--- src/rtl/iwfet_pkg.sv ---
`timescale 1ns / 1ps
// Package for the wheel frame edge timer: sizes, codes and the result struct.
// No dependencies; used by the frame interface, the top level and the testbench.
package iwfet_pkg;

    localparam int TIME_WIDTH  = 32;
    localparam int CAP_W       = 14;
    localparam int BASE_W      = TIME_WIDTH - CAP_W;
    localparam int OUT_TIME_W  = 32;
    localparam int PAYLOAD_LEN = 14;
    localparam int PHASE_W     = 4;
    localparam int IDX_W       = 4;
    localparam int PADDR_W     = 3;

    localparam logic [PHASE_W-1:0] PHASE_HUNT = 4'd0;
    localparam logic [PHASE_W-1:0] PHASE_LAST = 4'd14;

    localparam logic REG_FRAME_MARKER = 1'b0;
    localparam logic [7:0] MARKER_RESET = 8'h3a;

    typedef struct packed {
        logic signed [15:0]      rate_x;
        logic signed [15:0]      rate_y;
        logic signed [15:0]      rate_z;
        logic signed [15:0]      accel_x;
        logic signed [15:0]      accel_y;
        logic signed [15:0]      accel_z;
        logic [15:0]             wheel_word;
        logic                    edge_seen;
        logic [OUT_TIME_W-1:0]   edge_time;
        logic [OUT_TIME_W-1:0]   edge_period;
    } frame_t;

    function automatic logic [OUT_TIME_W-1:0] out_time(input logic [TIME_WIDTH-1:0] v);
        logic [63:0] w;
        w = 64'(v);
        return w[OUT_TIME_W-1:0];
    endfunction

endpackage

--- src/rtl/iwfet_byte_if.sv ---
`timescale 1ns / 1ps
// Byte channel: valid/ready handshake carrying one received serial byte.
// No dependencies.
interface iwfet_byte_if;
    logic       valid;
    logic       ready;
    logic [7:0] rx_byte;

    modport source (output valid, output rx_byte, input ready);
    modport sink   (input valid, input rx_byte, output ready);
endinterface

--- src/rtl/iwfet_frame_if.sv ---
`timescale 1ns / 1ps
// Frame result channel: valid/ready handshake carrying one decoded frame.
// Uses iwfet_pkg for the time width.
interface iwfet_frame_if;
    logic                             valid;
    logic                             ready;
    logic signed [15:0]               rate_x;
    logic signed [15:0]               rate_y;
    logic signed [15:0]               rate_z;
    logic signed [15:0]               accel_x;
    logic signed [15:0]               accel_y;
    logic signed [15:0]               accel_z;
    logic [15:0]                      wheel_word;
    logic                             edge_seen;
    logic [iwfet_pkg::OUT_TIME_W-1:0] edge_time;
    logic [iwfet_pkg::OUT_TIME_W-1:0] edge_period;

    modport source (output valid, output rate_x, output rate_y, output rate_z,
                    output accel_x, output accel_y, output accel_z, output wheel_word,
                    output edge_seen, output edge_time, output edge_period,
                    input ready);
    modport sink   (input valid, input rate_x, input rate_y, input rate_z,
                    input accel_x, input accel_y, input accel_z, input wheel_word,
                    input edge_seen, input edge_time, input edge_period,
                    output ready);
endinterface

--- src/rtl/imu_wheel_frame_edge_timer_core.sv ---
`timescale 1ns / 1ps
// Result: the last payload byte sets done_reg, and the result register loads once it is free.
// Throughput: one byte beat per cycle; the byte channel and the payload store
// accept a byte every cycle unless a finished frame waits for a stalled result register.
// Reset: rst_n clears phase, wheel level, time base, last edge time and the
// result valid; frame_marker returns to ':'. The payload store is not cleared.
// Top level of the wheel frame edge timer; uses iwfet_pkg and both channel interfaces.
module imu_wheel_frame_edge_timer_core (
    input  logic                         clk,
    input  logic                         rst_n,
    input  logic                         psel,
    input  logic                         penable,
    input  logic                         pwrite,
    input  logic [iwfet_pkg::PADDR_W-1:0] paddr,
    input  logic [31:0]                  pwdata,
    output logic [31:0]                  prdata,
    output logic                         pready,
    iwfet_byte_if.sink                   rx,
    iwfet_frame_if.source                tx
);
    import iwfet_pkg::*;

    logic [7:0]         marker_reg;
    logic [PHASE_W-1:0] phase_reg;
    logic [PHASE_W-1:0] phase_next;
    logic [7:0]         store_reg [PAYLOAD_LEN];
    logic               done_reg;
    logic               level_reg;
    logic [BASE_W-1:0]  base_reg;
    logic [TIME_WIDTH-1:0] last_reg;
    logic               out_valid_reg;
    frame_t             out_reg;
    frame_t             out_next;

    logic               accept;
    logic               advance;
    logic               hunting;
    logic [IDX_W-1:0]   wr_idx;
    logic               reg_sel;

    logic [15:0]           wheel;
    logic [CAP_W-1:0]      cap;
    logic                  level_change;
    logic [BASE_W-1:0]     base_inc;
    logic [BASE_W-1:0]     edge_base;
    logic [TIME_WIDTH-1:0] etime;
    logic [TIME_WIDTH-1:0] eperiod;

    assign pready  = 1'b1;
    assign reg_sel = paddr[PADDR_W-1];
    assign prdata  = (reg_sel == REG_FRAME_MARKER) ? {24'b0, marker_reg} : 32'b0;

    always_ff @(posedge clk or negedge rst_n)
    begin
        if (!rst_n)
        begin
            marker_reg <= MARKER_RESET;
        end
        else if (psel && penable && pwrite && (reg_sel == REG_FRAME_MARKER))
        begin
            marker_reg <= pwdata[7:0];
        end
    end

    // Byte intake: a finished frame waits in the store until the result register frees.
    assign advance  = done_reg && (!out_valid_reg || tx.ready);
    assign rx.ready = !done_reg || advance;
    assign accept   = rx.valid && rx.ready;
    assign hunting  = (phase_reg == PHASE_HUNT) || (phase_reg > PHASE_LAST);
    assign wr_idx   = IDX_W'(phase_reg - PHASE_W'(1));

    always_comb
    begin
        if (hunting)
        begin
            phase_next = (rx.rx_byte == marker_reg) ? PHASE_W'(1) : PHASE_HUNT;
        end
        else if (phase_reg == PHASE_LAST)
        begin
            phase_next = PHASE_HUNT;
        end
        else
        begin
            phase_next = phase_reg + PHASE_W'(1);
        end
    end

    always_ff @(posedge clk or negedge rst_n)
    begin
        if (!rst_n)
        begin
            phase_reg <= PHASE_HUNT;
            done_reg  <= 1'b0;
        end
        else
        begin
            if (accept)
            begin
                phase_reg <= phase_next;
            end
            done_reg <= (accept && !hunting && (phase_reg == PHASE_LAST)) ||
                        (done_reg && !advance);
        end
    end

    always_ff @(posedge clk)
    begin
        if (accept && !hunting)
        begin
            store_reg[wr_idx] <= rx.rx_byte;
        end
    end

    // Edge timing: the time base has zero low bits, so base plus capture is a concatenation.
    assign wheel        = {store_reg[12], store_reg[13]};
    assign cap          = wheel[CAP_W-1:0];
    assign level_change = wheel[15] != level_reg;
    assign base_inc     = base_reg + BASE_W'(1);
    assign edge_base    = (wheel[14] && !cap[CAP_W-1]) ? base_inc : base_reg;
    assign etime        = {edge_base, cap};
    assign eperiod      = etime - last_reg;

    always_comb
    begin
        out_next.rate_x      = {store_reg[0], store_reg[1]};
        out_next.accel_x     = {store_reg[2], store_reg[3]};
        out_next.rate_y      = {store_reg[4], store_reg[5]};
        out_next.accel_y     = {store_reg[6], store_reg[7]};
        out_next.rate_z      = {store_reg[8], store_reg[9]};
        out_next.accel_z     = {store_reg[10], store_reg[11]};
        out_next.wheel_word  = wheel;
        out_next.edge_seen   = level_change;
        out_next.edge_time   = level_change ? out_time(etime) : '0;
        out_next.edge_period = level_change ? out_time(eperiod) : '0;
    end

    always_ff @(posedge clk or negedge rst_n)
    begin
        if (!rst_n)
        begin
            level_reg     <= 1'b0;
            base_reg      <= '0;
            last_reg      <= '0;
            out_valid_reg <= 1'b0;
        end
        else
        begin
            if (advance)
            begin
                out_valid_reg <= 1'b1;
                if (wheel[14])
                begin
                    base_reg <= base_inc;
                end
                if (level_change)
                begin
                    last_reg  <= etime;
                    level_reg <= wheel[15];
                end
            end
            else if (tx.ready)
            begin
                out_valid_reg <= 1'b0;
            end
        end
    end

    always_ff @(posedge clk)
    begin
        if (advance)
        begin
            out_reg <= out_next;
        end
    end

    assign tx.valid       = out_valid_reg;
    assign tx.rate_x      = out_reg.rate_x;
    assign tx.rate_y      = out_reg.rate_y;
    assign tx.rate_z      = out_reg.rate_z;
    assign tx.accel_x     = out_reg.accel_x;
    assign tx.accel_y     = out_reg.accel_y;
    assign tx.accel_z     = out_reg.accel_z;
    assign tx.wheel_word  = out_reg.wheel_word;
    assign tx.edge_seen   = out_reg.edge_seen;
    assign tx.edge_time   = out_reg.edge_time;
    assign tx.edge_period = out_reg.edge_period;

endmodule

--- src/flat_wrapper.sv ---
// flat-port wrapper written by rule: the top's interface ports become plain ports
module imu_wheel_frame_edge_timer_core_flat import iwfet_pkg::*;
  (clk, rst_n, psel, penable, pwrite, paddr, pwdata, prdata, pready, rx_valid, rx_rx_byte, rx_ready, tx_valid, tx_rate_x, tx_rate_y, tx_rate_z, tx_accel_x, tx_accel_y, tx_accel_z, tx_wheel_word, tx_edge_seen, tx_edge_time, tx_edge_period, tx_ready);
  iwfet_byte_if rx_i ();
  iwfet_frame_if tx_i ();
  input  logic clk;
  input  logic rst_n;
  input  logic psel;
  input  logic penable;
  input  logic pwrite;
  input  logic [iwfet_pkg::PADDR_W-1:0] paddr;
  input  logic [31:0] pwdata;
  output logic [31:0] prdata;
  output logic pready;
  input wire logic [$bits(rx_i.valid)-1:0] rx_valid;
  input wire logic [$bits(rx_i.rx_byte)-1:0] rx_rx_byte;
  output wire logic [$bits(rx_i.ready)-1:0] rx_ready;
  output wire logic [$bits(tx_i.valid)-1:0] tx_valid;
  output wire logic [$bits(tx_i.rate_x)-1:0] tx_rate_x;
  output wire logic [$bits(tx_i.rate_y)-1:0] tx_rate_y;
  output wire logic [$bits(tx_i.rate_z)-1:0] tx_rate_z;
  output wire logic [$bits(tx_i.accel_x)-1:0] tx_accel_x;
  output wire logic [$bits(tx_i.accel_y)-1:0] tx_accel_y;
  output wire logic [$bits(tx_i.accel_z)-1:0] tx_accel_z;
  output wire logic [$bits(tx_i.wheel_word)-1:0] tx_wheel_word;
  output wire logic [$bits(tx_i.edge_seen)-1:0] tx_edge_seen;
  output wire logic [$bits(tx_i.edge_time)-1:0] tx_edge_time;
  output wire logic [$bits(tx_i.edge_period)-1:0] tx_edge_period;
  input wire logic [$bits(tx_i.ready)-1:0] tx_ready;
  assign rx_i.valid = rx_valid;
  assign rx_i.rx_byte = rx_rx_byte;
  assign rx_ready = rx_i.ready;
  assign tx_valid = tx_i.valid;
  assign tx_rate_x = tx_i.rate_x;
  assign tx_rate_y = tx_i.rate_y;
  assign tx_rate_z = tx_i.rate_z;
  assign tx_accel_x = tx_i.accel_x;
  assign tx_accel_y = tx_i.accel_y;
  assign tx_accel_z = tx_i.accel_z;
  assign tx_wheel_word = tx_i.wheel_word;
  assign tx_edge_seen = tx_i.edge_seen;
  assign tx_edge_time = tx_i.edge_time;
  assign tx_edge_period = tx_i.edge_period;
  assign tx_i.ready = tx_ready;
  imu_wheel_frame_edge_timer_core u_core (.clk(clk), .rst_n(rst_n), .psel(psel), .penable(penable), .pwrite(pwrite), .paddr(paddr), .pwdata(pwdata), .prdata(prdata), .pready(pready), .rx(rx_i), .tx(tx_i));
endmodule
--- config.mk ---
export PLATFORM = sky130hd
export DESIGN_NAME = imu_wheel_frame_edge_timer_core_flat
export DESIGN_NICKNAME = d
export VERILOG_FILES = /design/src/rtl/iwfet_pkg.sv /design/src/rtl/iwfet_byte_if.sv /design/src/rtl/iwfet_frame_if.sv /design/src/rtl/imu_wheel_frame_edge_timer_core.sv /design/src/flat_wrapper.sv
export SDC_FILE = /design/constraint.sdc
export NUM_CORES = 1
export LEC_CHECK = 0
export BUFFER_PORTS_ARGS = -buffer_cell sky130_fd_sc_hd__buf_2
export CAP_MARGIN = 20
export CORE_MARGIN = 3
export CORE_UTILIZATION = 50
export DETAILED_ROUTE_END_ITERATION = 12
export PLACE_DENSITY = 0.76
export SYNTH_ARGS = -nofsm -noshare
export SYNTH_HDL_FRONTEND = slang
export SYNTH_SLANG_ARGS = --single-unit
--- constraint.sdc ---
create_clock -name clk -period 4.25 [get_ports clk]
set_input_delay 0.85 -clock clk [delete_from_list [all_inputs] [get_ports clk]]
set_output_delay 0.85 -clock clk [all_outputs]
set_load 0.01 [all_outputs]
==> results.md, run 1 <==
- Tightest Pin Transition: 1.009 ns
- Most frequent cells after synthesis: edfxtp_1, nor2_1, dfrtp_1
- Post-synthesis sequential area ratio: 0.7334
- Setup Skew: roughly 0.011 ns
- Average size of a mapped cell: between 10 and 15 sq um
- First-pass GRT wire length: between 40000 and 50000 microns
- Vias: a little over 8000
- R2r setup slk: ~0.48 ns
- Clk sinks: around 350
- Area after DPL: 15480 sq um
- Post-synthesis register bit count: approximately 350
- Pwr Density: just over 500 nW/um^2
- Inserted Clock Buffers: 35
- Syn Inst Count: 960
- Cell area after synthesis: 14060 sq um
- Synth warn: 0
- Critical Path Source: u_core.base_reg[0]$_DFFE_PN0P_
- Final routed DRC violation total: 0
- Cells on worst reg2reg path: 17
- Global route overflow: 0
- Initial antenna violation count: 1
- Clock Latency Late Sink: between 0.5 and 0.6 ns
- Worst VDD drop: around 0.34 mV
- Leakage power total: 6.712 nW
- CTS tree: yes
- Number of core rows: 60
- PortBufs: 210
- Final hold viol count: 0
- Synth area leader: edfxtp_1
- Clk buf depth: 3
- CP Max Fanout: 7
- Minimum clock period: approximately 3.8 ns
- Reg2reg start: u_core.base_reg[0]$_DFFE_PN0P_
- IO Count: 262
- Post-cts sizing count: 0
- Top_reg_cell synth: edfxtp_1
- Share of the synthesized area in the top cell type: 0.6173
- Class of the worst hold path: input pin to asynchronous set/reset pin
- Vias per inst: between 5 and 6
- Final net count: around 1300
- EDFF count, synth: between 200 and 300
- Starting Density: 0.5145
- CP Data Required Time: ~4.5 ns
- Share of cells above drive strength 1: 0.2514
- Final HPWL DP: 19480 microns
- Clock Root Buffer: clkbuf_16
- Final ANT Viol Nets: 0
- Outcome: complete, no violations
- Worst-path clk slew: approximately 0.06 ns
- First-pass detailed-route iteration total: 5
- WP data arrival: 4.02 ns
- Pin count of the biggest net entering global routing: about 180
- Fin. max-slew vios: 0
- Fin area: 16710 sq um
- Width of the chip: 173.7 microns
- Number of global-route vias before repair: 8020
- CTS Hold Bufs: 0
- H-tree Lvls: 2
- Asr flop ratio synth: 0.1836
- GRT Total Usage: 0.1901
- Routed wire per std cell: 18.13 microns
- DRT iter0 DRCs: about 570
- FMAX: 265.2 MHz
- Die Footprint: just over 30000 sq um
- Max transition margin: 0.3272
- Final-report setup violation count: 0
- Number of flip-flops in the largest register: around 110
- Core Area: 27330 sq um
- Post-CTS Setup Repair Bufs: 0
- Reg2Reg Capture Point: u_core.tx.edge_period[28]$_SDFFCE_PP0P_
- Max-cap violation count: 0
- Area Overhead vs Synth: 18.85%
- Tcrit/Tclk final: 0.8873
- Cell variety after synth: 56
- CP Class: flop to flop
- Die height: 173.7 microns
- GPL Wtd Cong: between 0.8 and 0.9
- TNS Setup: 0 ns
- Total wire length: just under 30000 microns
- RSZ-0062 raised after global routing: no
- Startpoint Class: flop
- Synth area leaders: edfxtp_1, dfrtp_1, xnor2_1
- CP endpoint kind: flop
- Cell with the most instances after synthesis: edfxtp_1
## placed cells by master, fill, tap and decap left out, types with 8 or more instances in the layout
cell type / synthesis / final
a21o_1: 24 / 24
edfxtp_1: 289 / 289
nand3_1: 26 / 26
nand2_1: 54 / 54
a21oi_1: 32 / 32
dfrtp_1: 61 / 61
inv_1: 57 / 57
buf_2: 3 / 210
mux2_2: 22 / 22
nand4_1: 9 / 9
nor3_1: 8 / 8
o21ai_0: 32 / 32
clkbuf_16: 0 / 36
nand2b_1: 9 / 9
xor2_1: 24 / 24
and2_1: 16 / 15
nor2b_1: 13 / 13
buf_4: 25 / 9
xnor2_1: 46 / 45
conb_1: 2 / 25
clkbuf_1: 20 / 10
nor2_1: 98 / 98
ha_1: 32 / 32
## through the flow
step                cells  hold WS, ns    util  setup slack (ns)  power, mW
CTS                  1591       0.4117  0.6103            0.5351      8.691
global placement     1527       0.4006  0.5665            0.6468      5.501
global route         1594       0.1232  0.6114            0.2313      9.000
detailed placement   1527       0.4045  0.5665            0.5575      5.545
floorplan             983       0.4003       -            0.4260      5.177
finish               1594       0.1344  0.6114            0.4790      8.626
## critical path: stages, from the launching register on
cell	delay [ns]
dfrtp_1	0.42
ha_1	0.24
nand2_1	0.07
nor2_1	0.17
nand2_1	0.09
nor2_1	0.16
nand3_1	0.11
xor2_1	0.31
inv_1	0.09
ha_1	0.44
nand4_1	0.18
nor3_1	0.29
nand3_1	0.11
o211ai_1	0.37
nand3_1	0.14
nand2_1	0.13
xnor2_1	0.13
nor2_1	0.05
## routing by layer
layer  GRT usage  vias up  wire (microns)
met5           0        -               0
met4     0.06702        0             859
met3     0.04380       52            1903
met2      0.3185      291           14110
met1      0.2458     3894           12030
li1            -     3854               -
## power by group
group,internal (mW),total (mW),switching [mW]
Sequential,4.08,4.21,0.133
Combinational,0.494,1.27,0.780
Clock,1.88,3.14,1.26
## cell families (layout without fill, tap and decap cells)
family | count (synthesis) | in the layout | share of synthesized area
AO/OA/AOI/OAI | 123 | 123 | 0.05696
XOR/XNOR | 70 | 70 | 0.04361
adder cells (fa/ha/maj) | 33 | 33 | 0.02990
buffers and inverters | 106 | 344 | 0.03524
flip-flops | 354 | 354 | 0.7334
multiplexers | 24 | 24 | 0.01905
other | 2 | 26 | 0.0005342
AND/OR/NAND/NOR | 248 | 248 | 0.08135
## final cells by class
cell class	instances	area [sq um]
multi-input cells	523	3349
clock buffers	49	979.7
repair buffers	222	1166
diodes	1	2.502
flip-flops and latches	354	10310
inverters	58	217.7
clock inverters	15	217.7
fillers	2076	10620
well taps	372	465.4
## worst max-delay path by stage
stage                                         endpoint  slack (ns)  depth (start not counted)
5_1_grt        u_core.tx.edge_period[28]$_SDFFCE_PP0P_        0.23                         17
6_report       u_core.tx.edge_period[28]$_SDFFCE_PP0P_        0.48                         17
3_5_place_dp   u_core.tx.edge_period[28]$_SDFFCE_PP0P_        0.56                         17
2_1_floorplan          u_core.base_reg[15]$_DFFE_PN0P_        0.43                         10
3_3_place_gp   u_core.tx.edge_period[28]$_SDFFCE_PP0P_        0.65                         17
4_1_cts        u_core.tx.edge_period[28]$_SDFFCE_PP0P_        0.54                         17
No activity file was read; power rests on OpenSTA's default activity.
==> run 2: changes to the inputs <==
--- a/config.mk
+++ b/config.mk
@@ -8,9 +8,9 @@
 export BUFFER_PORTS_ARGS = -buffer_cell sky130_fd_sc_hd__buf_2
 export CAP_MARGIN = 20
 export CORE_MARGIN = 3
-export CORE_UTILIZATION = 50
+export CORE_UTILIZATION = 60
 export DETAILED_ROUTE_END_ITERATION = 12
-export PLACE_DENSITY = 0.76
+export PLACE_DENSITY = 0.91
 export SYNTH_ARGS = -nofsm -noshare
 export SYNTH_HDL_FRONTEND = slang
 export SYNTH_SLANG_ARGS = --single-unit
==> constraint.sdc (replaced) <==
create_clock -name clk -period 4.37 [get_ports clk]
set_input_delay 0.874 -clock clk [delete_from_list [all_inputs] [get_ports clk]]
set_output_delay 0.874 -clock clk [all_outputs]
set_load 0.01 [all_outputs]
==> run 2 against run 1 <==
  * Non-clock buffer count decreased by 4
  * Core utilization increased by 11 points
  * Critical endpoint unchanged
  * Critical path depth unchanged
  * Power decreased by 2.5%
  * Worst hold slack improved by 0.27 ns
  * Highest routed layer unchanged
  * Clock power decreased by 4%
  * Largest power group unchanged
  * Global-route usage increased by 5.7 points
  * Worst setup slack improved by 0.027 ns
==> results.md, run 2 (synthesized netlist as in run 1, its figures left out) <==
- Outcome: complete, no violations
- PnR worst setup slack: ~0.51 ns
- Fin area: ~17000 sq um
- Area after DPL: about 15000 sq um
- GPL Wtd Cong: 0.8726
- Commonest cells after routing, fill and taps aside: edfxtp_1, buf_2, nor2_1
- Post-place setup slack: ~0.65 ns
- Placed Instances: around 1500
- Final HPWL DP: slightly above 20000 microns
- Clock Root Buffer: clkbuf_16
- WP data arrival: around 4.1 ns
- Number of core rows: 55
- Leakage power total: 6.690 nW
- GRT Total Usage: 0.2471
- Routed wire per std cell: ~21 microns
- Max-cap violation count: 0
- Inserted Clock Buffers: 35
- Fillers: ~1400
- Core Area: approximately 23000 sq um
- Ant. Diodes: 0
- Share of cells above drive strength 1: 0.2533
- Clock Latency Late Sink: roughly 0.54 ns
- Power share of the clock group: 0.357
- Final non-filler cell total: between 1500 and 2000
- Minimum clock period: between 3 and 4 ns
- Worst VDD drop: about 0.37 mV
- Met1 usage: 0.3095
- CTS tree: yes
- RSZ-0062 raised after global routing: no
- H-tree Lvls: 2
- Pin count of the biggest net entering global routing: 130
- Sw power: around 2.2 mW
- Post-cts sizing count: 0
- CTS Hold Bufs: 0
- M3 GR Usage: 0.05749
- Worst-path clk slew: ~0.06 ns
- Final-report setup violation count: 0
- Busiest grt layer: met2
- TNS Setup: 0 ns
- Class of the worst hold path: flop to flop
- Tcrit/Tclk final: 0.8841
- Combinational share of power: 0.153
- CP endpoint kind: flop
- Die height: around 160 microns
- Total wire length: between 30000 and 40000 microns
- Clk sinks: between 300 and 400
- Post-CTS Setup Repair Bufs: 0
- Clk buf depth: 3
- Area Overhead vs Synth: 17.85%
- CP Max Fanout: 7
- Hold_ws: between 0.4 and 0.5 ns
- Final routed DRC violation total: 0
- Sequential cell fraction of total power: 0.490
- Vias: 8664
- First-pass GRT wire length: between 40000 and 50000 microns
- Starting Density: 0.6153
- Commonest non-fill, non-tap cell in the layout: edfxtp_1
- CP Data Required Time: 4.61 ns
- Number of global-route vias before repair: between 8000 and 9000
- Vias per inst: approximately 5.7
- Tightest Pin Transition: between 1 and 1.5 ns
- Max transition margin: 0.3039
- Setup Skew: between 0.03 and 0.04 ns
- Met2 Usage GRT: 0.4204
- PortBufs: 210
- Final design utilization: 0.7252
- Pwr Density: 507.6 nW/um^2
- Power Total: between 8 and 9 mW
- Int Power: about 6.2 mW
- Startpoint Class: flop
- Switching power share of the total: 0.2638
- Width of the chip: around 160 microns
- First-pass detailed-route iteration total: 5
- Final hold viol count: 0
- FMAX: between 200 and 300 MHz
- Die Footprint: roughly 25000 sq um
- Final ANT Viol Nets: 0
- Hold depth: 0
- Cells on worst reg2reg path: 17
- Final net count: roughly 1300
- Global route overflow: 0
- IO Count: about 260
- DRT iter0 DRCs: ~900
- Initial antenna violation count: 0
- CP Class: flop to flop
- Fin. max-slew vios: 0
- Number of flip-flops in the largest register: ~110
[run 2: cell types whose count changed in the layout (fill, tap and decap cells not counted), moves of 2 or more]
| cell | previous run | this run |
|---|---|---|
| buf_4 | 9 | 6 |
| clkinv_1 | 5 | 3 |
| clkbuf_1 | 10 | 6 |
| clkinv_2 | 1 | 8 |
[run 2: cell type report]
cell class              instances  area [sq um]  share of cell area
flip-flops and latches        354         10310              0.6223
multi-input cells             523          3349              0.2022
repair buffers                218          1124             0.06781
clock buffers                  45         953.4             0.05754
well taps                     313         391.6             0.02364
clock inverters                18         222.7             0.01344
inverters                      58         217.7             0.01314
[run 2: power groups by stage]
stage / Sequential, mW / Combinational [mW] / Clock [mW]
5_1_grt: 4.14 / 1.40 / 3.18
3_3_place_gp: 4.15 / 1.17 / 0
2_1_floorplan: 4.13 / 0.906 / 0
4_1_cts: 4.11 / 1.27 / 3.04
6_report: 4.12 / 1.28 / 3.01
3_5_place_dp: 4.17 / 1.24 / 0
[run 2: final timing paths]
| path | startpoint | slack [ns] | end |
|---|---|---|---|
| hold reg to reg | u_core.store_reg[7][2]$_DFFE_PP_ | 0.41 | tx_accel_y[2]$_DFFE_PP_ |
| max in group asynchronous | rst_n | 2.91 | u_core.base_reg[2]$_DFFE_PN0P_ |
| min in group asynchronous | rst_n | 0.43 | u_core.last_reg[31]$_DFFE_PN0P_ |
| setup reg to reg | u_core.base_reg[0]$_DFFE_PN0P_ | 0.51 | u_core.tx.edge_period[28]$_SDFFCE_PP0P_ |
| setup / recovery | u_core.base_reg[0]$_DFFE_PN0P_ | 0.51 | u_core.tx.edge_period[28]$_SDFFCE_PP0P_ |
| hold / removal | u_core.store_reg[7][2]$_DFFE_PP_ | 0.41 | tx_accel_y[2]$_DFFE_PP_ |
[run 2: worst max-delay path, stage by stage, from the launching register on]
cell and delay [ns]:
dfrtp_1 0.43, ha_1 0.27, nand2_1 0.09, nor2_1 0.16, nand2_1 0.09, nor2_1 0.20
nand3_1 0.12, xor2_1 0.33, inv_1 0.09, ha_1 0.44, nand4_1 0.19, nor3_1 0.27
nand3_1 0.12, o211ai_1 0.35, nand3_1 0.12, nand2_1 0.12, xnor2_1 0.13, nor2_1 0.06
[run 2: metal layers]
metal | up-vias | share of wire | wire (microns)
met4 | 0 | 0.046 | 1469
met1 | 4181 | 0.37 | 11750
met2 | 537 | 0.50 | 15930
li1 | 3840 | - | -
met5 | - | 0 | 0
met3 | 106 | 0.090 | 2866
